**src/rtl/wfm_pkg.sv**
```systemverilog
package wfm_pkg;

  // request kinds on the input channel
  localparam logic REQ_PATTERN  = 1'b0;
  localparam logic REQ_FILENAME = 1'b1;

  // wildcard bytes
  localparam logic [7:0] WILD_ONE = 8'h3F;  // '?'
  localparam logic [7:0] WILD_ANY = 8'h2A;  // '*'

  // ascii letter range folded to lower case
  localparam logic [7:0] UPPER_A   = 8'h41;
  localparam logic [7:0] UPPER_Z   = 8'h5A;
  localparam logic [7:0] CASE_STEP = 8'h20;

  typedef struct packed {
    logic       req_type;
    logic [7:0] char_code;
    logic       has_char;
    logic       is_last;
  } in_item_t;

  typedef struct packed {
    logic matched;
    logic status;
  } out_item_t;

  // broadcast to every cell
  typedef struct packed {
    logic       pat_acc;    // pattern item accepted this cycle
    logic       fn_acc;     // filename item accepted this cycle
    logic       has_char;
    logic       fresh;      // active set reads as its restart value
    logic       case_fold;
    logic [7:0] fc;         // folded filename byte
    logic [7:0] wr_data;    // pattern byte to store
  } cell_ctl_t;

  // passed from a cell to its right neighbor
  typedef struct packed {
    logic step_carry;  // star closure of the set being stepped
    logic adv;         // position advances into the neighbor
    logic res_carry;   // star closure of the set being judged
  } cell_link_t;

  function automatic logic [7:0] fold_char(input logic [7:0] c, input logic en);
    if (en && c >= UPPER_A && c <= UPPER_Z) begin
      return c + CASE_STEP;
    end
    return c;
  endfunction

endpackage

```
**src/rtl/wildcard_filename_matcher.sv**
```systemverilog
// wildcard filename matcher: glob match with '*' (any run) and '?' (one byte)
//
// input channel (in_valid / in_stall / in_item): pattern bytes (req_type 0)
// are loaded first, then filename bytes (req_type 1) stream in, one item per
// cycle while in_stall is low. is_last closes a pattern or a filename; has_char 0 marks an empty one.
// output channel (out_valid / out_stall / out_item): one item per filename,
// matched plus status (1 = pattern longer than PATTERN_MAX, never matches).
// cfg port (cfg_valid / cfg_ready / cfg_data): case_fold bit, always ready.
//
// throughput: one item per cycle while not stalled, pattern and filename alike. the pattern is
// held in a row of PATTERN_MAX cells, one byte and one active bit each; every
// filename byte steps all positions at once, and the star closure ripples
// through the row like a carry chain, which sets the cycle time.
// result path: the last filename item accepted sets the pending stage; the closed set
// is judged from there into the output register once the output is free.
// stall: a held result keeps out_item; a second result waiting behind it
// raises in_stall until the output frees up. reset leaves an empty pattern,
// case_fold 0 and only position zero active.
module wildcard_filename_matcher #(
  parameter int PATTERN_MAX = 64
) (
  input  logic               clk,
  input  logic               rst_n,
  input  logic               in_valid,
  output logic               in_stall,
  input  wfm_pkg::in_item_t  in_item,
  output logic               out_valid,
  input  logic               out_stall,
  output wfm_pkg::out_item_t out_item,
  input  logic               cfg_valid,
  output logic               cfg_ready,
  input  logic               cfg_data
);
  import wfm_pkg::*;

  localparam int LEN_W = $clog2(PATTERN_MAX + 1);
  localparam logic [LEN_W-1:0] LEN_MAX = LEN_W'(PATTERN_MAX);

  // pattern bookkeeping
  logic [LEN_W-1:0] len_r, len_nxt;
  logic             ovf_r, ovf_nxt;
  logic             open_r, open_nxt;
  logic [LEN_W-1:0] eff_len;
  logic             eff_ovf;
  logic             case_fold_r;

  // filename bookkeeping
  logic             fresh_r, fresh_nxt;
  logic             nonempty_r, nonempty_nxt;
  logic             tail_r, tail_nxt;
  logic             tail_eff;

  // result pipeline
  logic             pend_r;
  logic             pend_fail_r;
  logic             pend_status_r;
  logic             out_valid_r;
  out_item_t        out_item_r;
  logic             out_free;

  logic             acc;
  logic             pat_acc;
  logic             fn_acc;
  cell_ctl_t        ctl;
  cell_link_t       links [0:PATTERN_MAX];
  logic [PATTERN_MAX:0] closed_all;

  assign out_free = !out_valid_r || !out_stall;
  // a judged result cannot move on, so hold the active set
  assign in_stall = pend_r && !out_free;
  assign acc      = in_valid && !in_stall;
  assign pat_acc  = acc && (in_item.req_type == REQ_PATTERN);
  assign fn_acc   = acc && (in_item.req_type == REQ_FILENAME);

  assign cfg_ready = 1'b1;

  // a pattern item while no pattern is open starts over
  assign eff_len = open_r ? len_r : '0;
  assign eff_ovf = open_r ? ovf_r : 1'b0;

  always_comb begin
    ctl.pat_acc   = pat_acc;
    ctl.fn_acc    = fn_acc;
    ctl.has_char  = in_item.has_char;
    ctl.fresh     = fresh_r;
    ctl.case_fold = case_fold_r;
    ctl.fc        = fold_char(in_item.char_code, case_fold_r);
    ctl.wr_data   = in_item.char_code;
  end

  assign links[0] = '0;

  genvar p;
  generate
    for (p = 0; p < PATTERN_MAX; p++) begin : g_cell
      logic we;
      assign we = pat_acc && in_item.has_char && (eff_len == LEN_W'(p)) &&
                  (eff_len < LEN_MAX);
      wfm_cell u_cell (
        .clk        (clk),
        .rst_n      (rst_n),
        .ctl        (ctl),
        .seed       (p == 0),
        .we         (we),
        .valid      (LEN_W'(p) < len_r),
        .lnk_in     (links[p]),
        .lnk_out    (links[p+1]),
        .res_closed (closed_all[p])
      );
    end
  endgenerate

  // position past the last cell: whole pattern consumed
  assign closed_all[PATTERN_MAX] = tail_r | links[PATTERN_MAX].res_carry;
  assign tail_eff                = fresh_r ? 1'b0 : tail_r;

  always_comb begin
    len_nxt      = len_r;
    ovf_nxt      = ovf_r;
    open_nxt     = open_r;
    fresh_nxt    = fresh_r;
    nonempty_nxt = nonempty_r;
    tail_nxt     = tail_r;
    priority if (pat_acc) begin
      len_nxt = eff_len;
      ovf_nxt = eff_ovf;
      if (in_item.has_char) begin
        if (eff_len < LEN_MAX) begin
          len_nxt = eff_len + LEN_W'(1);
        end else begin
          ovf_nxt = 1'b1;
        end
      end
      open_nxt     = !in_item.is_last;
      fresh_nxt    = 1'b0;
      nonempty_nxt = 1'b0;
      tail_nxt     = 1'b0;
    end else if (fn_acc) begin
      open_nxt     = 1'b0;
      tail_nxt     = in_item.has_char ? links[PATTERN_MAX].adv : tail_eff;
      // after the last byte the raw set is judged once, then reads as restarted
      fresh_nxt    = in_item.is_last;
      nonempty_nxt = in_item.is_last ? 1'b0 : (nonempty_r | in_item.has_char);
    end
  end

  always_ff @(posedge clk) begin
    if (!rst_n) begin
      len_r       <= '0;
      ovf_r       <= 1'b0;
      open_r      <= 1'b0;
      fresh_r     <= 1'b0;
      nonempty_r  <= 1'b0;
      tail_r      <= 1'b0;
      case_fold_r <= 1'b0;
      pend_r      <= 1'b0;
      out_valid_r <= 1'b0;
    end else begin
      len_r      <= len_nxt;
      ovf_r      <= ovf_nxt;
      open_r     <= open_nxt;
      fresh_r    <= fresh_nxt;
      nonempty_r <= nonempty_nxt;
      tail_r     <= tail_nxt;
      if (cfg_valid && cfg_ready) begin
        case_fold_r <= cfg_data;
      end
      // pend is never set while stalled: in_stall blocks the last item
      if (fn_acc && in_item.is_last) begin
        pend_r <= 1'b1;
      end else if (out_free) begin
        pend_r <= 1'b0;
      end
      if (out_free) begin
        out_valid_r <= pend_r;
      end
    end
  end

  // payload of the result pipeline
  always_ff @(posedge clk) begin
    if (fn_acc && in_item.is_last) begin
      // overflow, or an empty filename against a non-empty pattern
      pend_fail_r   <= ovf_r || ((len_r != '0) && !(nonempty_r || in_item.has_char));
      pend_status_r <= ovf_r;
    end
    if (pend_r && out_free) begin
      out_item_r.matched <= !pend_fail_r && closed_all[len_r];
      out_item_r.status  <= pend_status_r;
    end
  end

  assign out_valid = out_valid_r;
  assign out_item  = out_item_r;

endmodule

```
**src/rtl/wfm_cell.sv**
```systemverilog
module wfm_cell (
  input  logic                clk,
  input  logic                rst_n,
  input  wfm_pkg::cell_ctl_t  ctl,
  input  logic                seed,   // active after restart (position zero only)
  input  logic                we,
  input  logic                valid,  // position lies inside the stored pattern
  input  wfm_pkg::cell_link_t lnk_in,
  output wfm_pkg::cell_link_t lnk_out,
  output logic                res_closed
);
  import wfm_pkg::*;

  logic [7:0] byte_r;
  logic       act_r;
  logic       act_nxt;
  logic       act_eff;
  logic       is_star;
  logic       hit;
  logic       sc;
  logic       rc;
  logic       stepped;

  always_ff @(posedge clk) begin
    if (we) begin
      byte_r <= ctl.wr_data;
    end
  end

  assign act_eff = ctl.fresh ? seed : act_r;
  assign is_star = valid && (byte_r == WILD_ANY);
  assign hit     = valid && (byte_r != WILD_ANY) &&
                   ((byte_r == WILD_ONE) || (fold_char(byte_r, ctl.case_fold) == ctl.fc));

  // closure and step on the live set
  assign sc                 = act_eff | lnk_in.step_carry;
  assign lnk_out.step_carry = sc & is_star;
  assign lnk_out.adv        = sc & hit;
  assign stepped            = (sc & is_star) | lnk_in.adv;

  // closure of the raw set, judged while a result is pending after the last filename item
  assign rc                = act_r | lnk_in.res_carry;
  assign lnk_out.res_carry = rc & is_star;
  assign res_closed        = rc;

  always_comb begin
    act_nxt = act_r;
    priority if (ctl.pat_acc) begin
      act_nxt = seed;
    end else if (ctl.fn_acc) begin
      act_nxt = ctl.has_char ? stepped : act_eff;
    end
  end

  always_ff @(posedge clk) begin
    if (!rst_n) begin
      act_r <= seed;
    end else begin
      act_r <= act_nxt;
    end
  end

endmodule

```
**config.mk**
```make
export PLATFORM = sky130hd
export DESIGN_NAME = wildcard_filename_matcher
export DESIGN_NICKNAME = d
export VERILOG_FILES = /design/src/rtl/wfm_pkg.sv /design/src/rtl/wildcard_filename_matcher.sv /design/src/rtl/wfm_cell.sv
export SDC_FILE = /design/constraint.sdc
export NUM_CORES = 2
export LEC_CHECK = 0
export BUFFER_PORTS_ARGS = -buffer_cell sky130_fd_sc_hd__buf_2
export CAP_MARGIN = 10
export CELL_PAD_IN_SITES_DETAIL_PLACEMENT = 1
export CELL_PAD_IN_SITES_GLOBAL_PLACEMENT = 1
export CORE_MARGIN = 10
export CORE_UTILIZATION = 46
export DETAILED_ROUTE_END_ITERATION = 6
export GPL_TIMING_DRIVEN = 0
export PLACE_DENSITY = 0.84
export SLEW_MARGIN = 20
export SYNTH_ARGS = -nofsm -noshare
export SYNTH_HDL_FRONTEND = slang
export SYNTH_SLANG_ARGS = --single-unit
```
**constraint.sdc**
```tcl
create_clock -name clk -period 3.9 [get_ports clk]
set_clock_uncertainty 0.05 [all_clocks]
set_input_delay 0.585 -clock clk [delete_from_list [all_inputs] [get_ports clk]]
set_output_delay 0.585 -clock clk [all_outputs]
set_load 0.05 [all_outputs]
```
# ---- Word-level counts from Yosys, hierarchy flattened
# Cells that the tools add are included.
dict set report word_totals {
  reg_bits 595
  input_bits 17
  elab_cells 1985
}
dict set report classes {
  addsub 66
  magnitude_cmp 196
  eq_ne 319
  mux 338
  bitwise_logic 385
  reduce_logical 540
}
# op count
set op_table {}
lappend op_table {{8-bit 2-to-1 mux} 130}
lappend op_table {{8-bit by 6-bit equality test with 1-bit output, second input constant} 128}
lappend op_table {{8-bit by 6-bit adder with 8-bit output, second input constant} 65}
lappend op_table {{8-bit by 7-bit greater-or-equal comparator with 1-bit output, second input constant} 65}
lappend op_table {{8-bit by 7-bit less-or-equal comparator with 1-bit output, second input constant} 65}
lappend op_table {{8-bit equality test} 64}
lappend op_table {{8-bit by 6-bit != test with 1-bit output, second input constant} 64}
lappend op_table {{1-bit logical AND} 459}
lappend op_table {{7-bit by 6-bit equality test with 1-bit output, second input constant} 32}
lappend op_table {{6-bit by 7-bit less-than comparator with 1-bit output, first input constant} 32}
lappend op_table {{1-bit 2-to-1 mux} 204}
lappend op_table {{1-bit bitwise AND} 192}
lappend op_table {{1-bit OR} 191}
lappend op_table {{7-bit by 5-bit equality test with 1-bit output, second input constant} 16}
lappend op_table {{5-bit by 7-bit less-than comparator with 1-bit output, first input constant} 16}
lappend op_table {{1-bit logical OR} 67}
lappend op_table {{7-bit by 4-bit equality test with 1-bit output, second input constant} 8}
lappend op_table {{4-bit by 7-bit less-than comparator with 1-bit output, first input constant} 8}
lappend op_table {{7-bit by 3-bit equality test with 1-bit output, second input constant} 4}
lappend op_table {{3-bit by 7-bit less-than comparator with 1-bit output, first input constant} 4}
lappend op_table {{7-bit 2-to-1 mux} 3}
lappend op_table {{7-bit by 2-bit equality test with 1-bit output, second input constant} 2}
lappend op_table {{1-bit by 7-bit less-than comparator with 1-bit output, first input constant} 2}
lappend op_table {{2-bit by 7-bit less-than comparator with 1-bit output, first input constant} 2}
lappend op_table {{12 further kinds} 21}

# ---- Longest topological paths before layout
dict set report logic_depth {
  word_depth 133
  depth_mapped 18
  mapped_depth_nobuf 13
}

# ---- Cells and area by module
# Synthesis repeated with hierarchy kept, for this count alone.
dict set report hier_totals {
  cells_unflattened 3381
  area_unflattened_um2 38578.2
}
# module n_inst cells_per_inst area_each_um2
set by_module_without_submodules {}
lappend by_module_without_submodules {wfm_cell 64 47 563.0}
lappend by_module_without_submodules {wildcard_filename_matcher 1 373 2543.7}

# ---- Worst setup path before layout
# No wires, ideal clock.
dict set report synth_timing {
  path_type {register to register}
  start {reg g_cell[19].u_cell.byte_r[0]}
  end {reg out_item_r, in the netlist out_item[1] (data pin)}
  setup_ns 0.130
  arrival_ns 3.970
  slack_ns -0.251
  stages_incl_launch_ff 14
  synth_period_minus_slack_ns 4.151
  path_cell_list {edfxtp_1 > or3_4 > a2111oi_4 > or4b_4 > nor4_4 > nand2_1 > or4_4 > o31a_4 > nor3_4 > nor2_2 > a311o_1 > and4_4 > a2111oi_4 > o211a_1}
}
dict set report synth_between {
  elab_chain_len 95
}
# element line
set synth_rtl {}
lappend synth_rtl {{from (decl)} wfm_cell.sv:14} ;# logic [7:0] byte_r;
lappend synth_rtl {{from (signal assigned)} wfm_cell.sv:26} ;# byte_r <= ctl.wr_data;
lappend synth_rtl {{8-bit by 6-bit equality test with 1-bit output (*)} wfm_cell.sv:31} ;# assign is_star = valid && (byte_r == WILD_ANY);
lappend synth_rtl {{1-bit logical AND (*)} wfm_cell.sv:31}
lappend synth_rtl {{1-bit bitwise AND (*)} wfm_cell.sv:43} ;# assign lnk_out.res_carry = rc & is_star;
lappend synth_rtl {{1-bit OR (*)} wfm_cell.sv:42} ;# assign rc = act_r | lnk_in.res_carry;
lappend synth_rtl {{1-bit bitwise AND} wfm_cell.sv:43}
lappend synth_rtl {{1-bit OR} wfm_cell.sv:42}
lappend synth_rtl {{1-bit bitwise AND} wfm_cell.sv:43}
lappend synth_rtl {{1-bit OR} wfm_cell.sv:42}
lappend synth_rtl {{[79 not listed]} n/a}
lappend synth_rtl {{1-bit OR} wfm_cell.sv:42}
lappend synth_rtl {{1-bit bitwise AND} wfm_cell.sv:43}
lappend synth_rtl {{1-bit OR} wfm_cell.sv:42}
lappend synth_rtl {{1-bit bitwise AND} wfm_cell.sv:43}
lappend synth_rtl {{1-bit OR} wildcard_filename_matcher.sv:114} ;# assign closed_all[PATTERN_MAX] = tail_r | links[PATTERN_MAX].res_carry;
lappend synth_rtl {{1-bit binary-select mux with 7-bit select (*)} wildcard_filename_matcher.sv:188} ;# out_item_r.matched <= !pend_fail_r && closed_all[len_r];
lappend synth_rtl {{1-bit 2-to-1 mux (implied by the code) (*)} wildcard_filename_matcher.sv:188}
lappend synth_rtl {{1-bit logical AND (*)} wildcard_filename_matcher.sv:188}
lappend synth_rtl {{to (decl)} wildcard_filename_matcher.sv:58} ;# out_item_t out_item_r;
# Every way passes the cells marked *; elsewhere a longest branch is shown, timed or not. The select of a mux whose other input is x is not followed.
# A chain may end at the register's enable or synchronous reset.

# ---- Final worst setup path
dict set report layout_timing {
  start {reg len_r[0]}
  end {reg out_item_r, in the netlist out_item[1] (data pin)}
}
dict set report layout_between {
  elab_chain_len 133
  elab_cells_between_ends 259
}
# element line
set layout_rtl {}
lappend layout_rtl {{from (decl)} wildcard_filename_matcher.sv:40} ;# logic [LEN_W-1:0] len_r, len_nxt;
lappend layout_rtl {{from (signal assigned)} wildcard_filename_matcher.sv:159} ;# len_r <= len_nxt;
lappend layout_rtl {{1-bit by 7-bit less-than comparator with 1-bit output} wildcard_filename_matcher.sv:105} ;# .valid (LEN_W'(p) < len_r),
lappend layout_rtl {{1-bit logical AND} wfm_cell.sv:31}
lappend layout_rtl {{1-bit bitwise AND} wfm_cell.sv:43}
lappend layout_rtl {{1-bit OR} wfm_cell.sv:42}
lappend layout_rtl {{1-bit bitwise AND} wfm_cell.sv:43}
lappend layout_rtl {{1-bit OR} wfm_cell.sv:42}
lappend layout_rtl {{1-bit bitwise AND} wfm_cell.sv:43}
lappend layout_rtl {{1-bit OR} wfm_cell.sv:42}
lappend layout_rtl {{[117 not listed]} n/a}
lappend layout_rtl {{1-bit OR} wfm_cell.sv:42}
lappend layout_rtl {{1-bit bitwise AND} wfm_cell.sv:43}
lappend layout_rtl {{1-bit OR} wfm_cell.sv:42}
lappend layout_rtl {{1-bit bitwise AND} wfm_cell.sv:43}
lappend layout_rtl {{1-bit OR} wildcard_filename_matcher.sv:114}
lappend layout_rtl {{1-bit binary-select mux with 7-bit select (*)} wildcard_filename_matcher.sv:188}
lappend layout_rtl {{1-bit 2-to-1 mux (implied by the code) (*)} wildcard_filename_matcher.sv:188}
lappend layout_rtl {{1-bit logical AND (*)} wildcard_filename_matcher.sv:188}
# Marked as above.

==> impl_metrics.tcl <==
set metrics [dict create \
    route.vias.total 36200 \
    hold_viol 0 \
    power_density_nw_per_um2 326 \
    kind_of_cell_adding_the_most_delay_to_the_critical_path "buffers and inverters" \
    ff2ff_path_depth 10 \
    achievable-frequency_mhz 210 \
    postLayoutSetupSlackWorst_ns -0.862 \
    grt_remaining_overflow 0 \
    yosysSeqAreaShare_pct 46.0 \
    die_h_um 304 \
    cp.required_ns 4.35 \
    critPathMaxStageDelay_ns 0.97 \
    critical_path_most_common_cell "sky130_fd_sc_hd__clkbuf_1" \
    final_core_utilization_pct 56.1 \
    irDropWorstVdd_mv 0.330 \
    cts-hold-fix-buffers 0 \
    hp-start "out_stall" \
    starting_density_of_the_core_pct 46.2 \
    layout_min_cycle_time_ns 4.76 \
    crit-reg2reg-launch "len_r[0]" \
    cts_root_buf "sky130_fd_sc_hd__clkbuf_16" \
    placer_congestion 1.07 \
    grt_max_degree 44 \
    worst_slew_pin_slew_ns 1.26 \
    grt_first_pass_wirelength_mm 255 \
    io-pin-count 22 \
    worst_skew_pair.late_latency_ns 0.66 \
    grt_use_total_pct 37.5 \
    htree_levels 3 \
    report.power.total_uw 14700 \
    critical_path.cell_chain "buf_6, buf_2, inv_1, clkbuf_1, clkbuf_1, a311oi_2, o32ai_1, nand4_1, a2111oi_4, o211a_1" \
    category_of_the_worst_setup_path_capture_point "flip-flop" \
    drt-vias-per-instance 6.97 \
    endpoint_arrival_time_on_the_critical_path_ns 5.21 \
    postSynthCellCount 3814 \
    fp.coreArea_sq_um 80300 \
    io_buffers 18 \
    die_area_sq_um 92400 \
    finalWirelength_mm 184 \
    vias_in_the_first_global_route 35800 \
    layout-drive-gt1-share_pct 19.8 \
    synth_seq_cells 595 \
    number_of_non_filler_instances_in_the_completed_layout 5196 \
    final-max-slew-violation-count 0 \
    post_drt_wl_per_cell_um 35.4 \
    timing.hold.worst.class "in -> reg" \
    min_to "out_valid" \
    critical_path.startpoint "len_r[0]" \
    detailedRoute.firstIterationViolations 5199 \
    setup-violations-final 148 \
    fp-row-count 104 \
    fin_nets 4163 \
    synth.net_count 3900 \
    r2r-end "out_item[1]" \
    ys_async_sr_fraction_pct 0 \
    tritoncts "done" \
    critical_path_peak_fanout 10 \
    fin_hold_ws_ns 0.206 \
    timing.hold.worst_path_depth 3 \
    synth-edff-count 516 \
    relSlewSlack_pct 15.7 \
    grt_setup_unrepaired "yes" \
    cpMaxStageDelayCell "sky130_fd_sc_hd__clkbuf_1" \
    tritoncts_num_sinks 595 \
    worstSetupStartpointType "flip-flop" \
    result_of_the_run "finished with violations" \
    crit_type "reg -> reg" \
    max-clock-path-buffers 3 \
    cap_viol_max_count 0 \
    ant_nets 0 \
    rrSetupSlack_ns -0.86 \
    synth-warning-count 0 \
    clk_transition_reported_paths_ns 0.06 \
    drt_first_pass_iters 6 \
    antenna_found_initial 8 \
    syn-cell-area_sq_um 37100 \
    synth.lib_cells_used.distinct 102 \
    tritoncts.num_buffers 70 \
    dpl.hpwl_mm 130 \
    synth.avg_cell_area_sq_um 9.73 \
    overall_die_width_um 304 \
    power.leakage_uw 0.0146 \
    drc 0 \
    inst_count_dp 4913 \
    layout_worst_path_cycle_share_pct 122 \
    flow.area_growth_from_synthesis_pct 21.5 \
    violations "negative setup slack" \
    ys_dominant_reg_cell "sky130_fd_sc_hd__edfxtp_1" \
    critical_path.n_buffers_inverters 5 \
]
[routing by layer]
| metal | GRT usage [%] | vias up | wire, um |
|---|---|---|---|
| li1 | - | 14900 | - |
| met4 | 23.9 | 4 | 13700 |
| met2 | 56.0 | 2552 | 78200 |
| met3 | 11.6 | 679 | 23600 |
| met1 | 46.6 | 18100 | 68000 |
| met5 | 0 | - | 156 |
[cell usage after synthesis (all sizes together) (15+ instances only)]
| cell | n | area [sq um] |
|---|---|---|
| nor3 | 175 | 887 |
| nor2 | 380 | 1430 |
| a22oi | 26 | 195 |
| nor2b | 20 | 125 |
| or3 | 66 | 418 |
| nand4 | 80 | 500 |
| buf | 56 | 231 |
| a2111oi | 26 | 335 |
| a211oi | 34 | 255 |
| o21a | 23 | 173 |
| inv | 87 | 327 |
| o211ai | 19 | 148 |
| clkbuf | 100 | 375 |
| or4 | 18 | 139 |
| nor3b | 20 | 150 |
| nand3 | 141 | 706 |
| dfxtp | 79 | 1580 |
| or2 | 24 | 150 |
| edfxtp | 516 | 15500 |
| nand4bb | 30 | 338 |
| a31oi | 55 | 344 |
| a21oi | 295 | 1480 |
| nand2b | 15 | 93.8 |
| o32ai | 19 | 174 |
| and3 | 27 | 170 |
| a21o | 49 | 368 |
| o21ai | 208 | 1040 |
| ha | 69 | 863 |
| o31ai | 75 | 577 |
| xnor2 | 237 | 2080 |
| nor4bb | 41 | 410 |
| xor2 | 262 | 2290 |
| nor4 | 59 | 390 |
| nand2 | 262 | 983 |
| and2 | 34 | 213 |
[cell type report]
cell class                      instances  area, sq um
Buffer                                149         1030
Sequential cell                       595        17100
Clock inverter                         47          450
Fill cell                            8662        35200
Antenna cell                            4         10.0
Tap cell                             1060         1330
Clock buffer                           80         1810
Multi-Input combinational cell       2976        21300
Timing Repair Buffer                  198         1760
Inverter                               87          327
[logic make-up (layout without fill, tap and decap cells)]
group / after synthesis / in the layout / synth area share, %
buf+inv: 243 / 561 / 2.51
simple gates: 1432 / 1432 / 20.1
mux: 5 / 5 / 0.138
compound gates: 970 / 970 / 17.1
fa+ha+maj: 69 / 69 / 2.33
xor+xnor: 499 / 499 / 11.8
other cells: 1 / 5 / 0.0101
flops: 595 / 595 / 46.0
[worst min-delay path: cells and delay by family]
| family | cells | cell delay (ns) |
|---|---|---|
| AOI/OAI and AO/OA | 1 | 0.06 |
| and+or+nand+nor | 1 | 0.10 |
| buffers and inverters | 1 | 0.10 |
[stage by stage]
stage	worst slack [ns]	instance area, sq um	setup TNS [ns]
6_report	-0.862	45100	-17.59
2_1_floorplan	-0.172	37100	-0.172
3_5_place_dp	-3.37	39000	-767.59
5_1_grt	-0.731	45100	-14.63
4_1_cts	-0.759	43900	-9.89
3_3_place_gp	-4.44	38500	-831.50
[registers in the layout, summed over array words and instances (netlist names)]
name and count:
case_fold_r 1, fresh_r 1, g_cell.u_cell.act_r 64, g_cell.u_cell.byte_r 512, len_r 7, nonempty_r 1, open_r 1, out_item 2
out_valid 1, ovf_r 1, pend_fail_r 1, pend_r 1, pend_status_r 1, tail_r 1
[report_power, final]
part	switching [uW]	leakage [uW]	total (uW)	internal [uW]
logic	827	0.00824	1120	291
registers	14.5	0.00528	6930	6910
clock network	2910	0.00108	6630	3720
[layout by cell type, fill, tap and decap left out, types with 69 or more instances in the layout]
cell                        instances
sky130_fd_sc_hd__dfxtp_1           73
sky130_fd_sc_hd__buf_4            150
sky130_fd_sc_hd__edfxtp_1         516
sky130_fd_sc_hd__nand3_1          137
sky130_fd_sc_hd__nand4_1           80
sky130_fd_sc_hd__xor2_1           262
sky130_fd_sc_hd__a21oi_1          261
sky130_fd_sc_hd__inv_1             87
sky130_fd_sc_hd__nor2_1           315
sky130_fd_sc_hd__nand2_1          241
sky130_fd_sc_hd__ha_1              69
sky130_fd_sc_hd__nor3_1           144
sky130_fd_sc_hd__xnor2_1          237
sky130_fd_sc_hd__clkbuf_16         72
sky130_fd_sc_hd__o21ai_0          155
[worst max-delay path by stage]
| stage | endpoint | cells past startpoint |
|---|---|---|
| floorplan | out_item[1] | 13 |
| global placement | g_cell[60].u_cell.act_r | 12 |
| detailed placement | g_cell[47].u_cell.act_r | 13 |
| CTS | out_item[1] | 13 |
| global route | out_item[1] | 12 |
| finish | out_item[1] | 10 |
[repair_timing]
action,CTS,global route
resized for setup,492,246
setup buffers,116,52
gates cloned,0,1
pin swaps,104,85
setup endpoints to repair,582,384
Note: power is estimated with default switching activity, not from simulation.
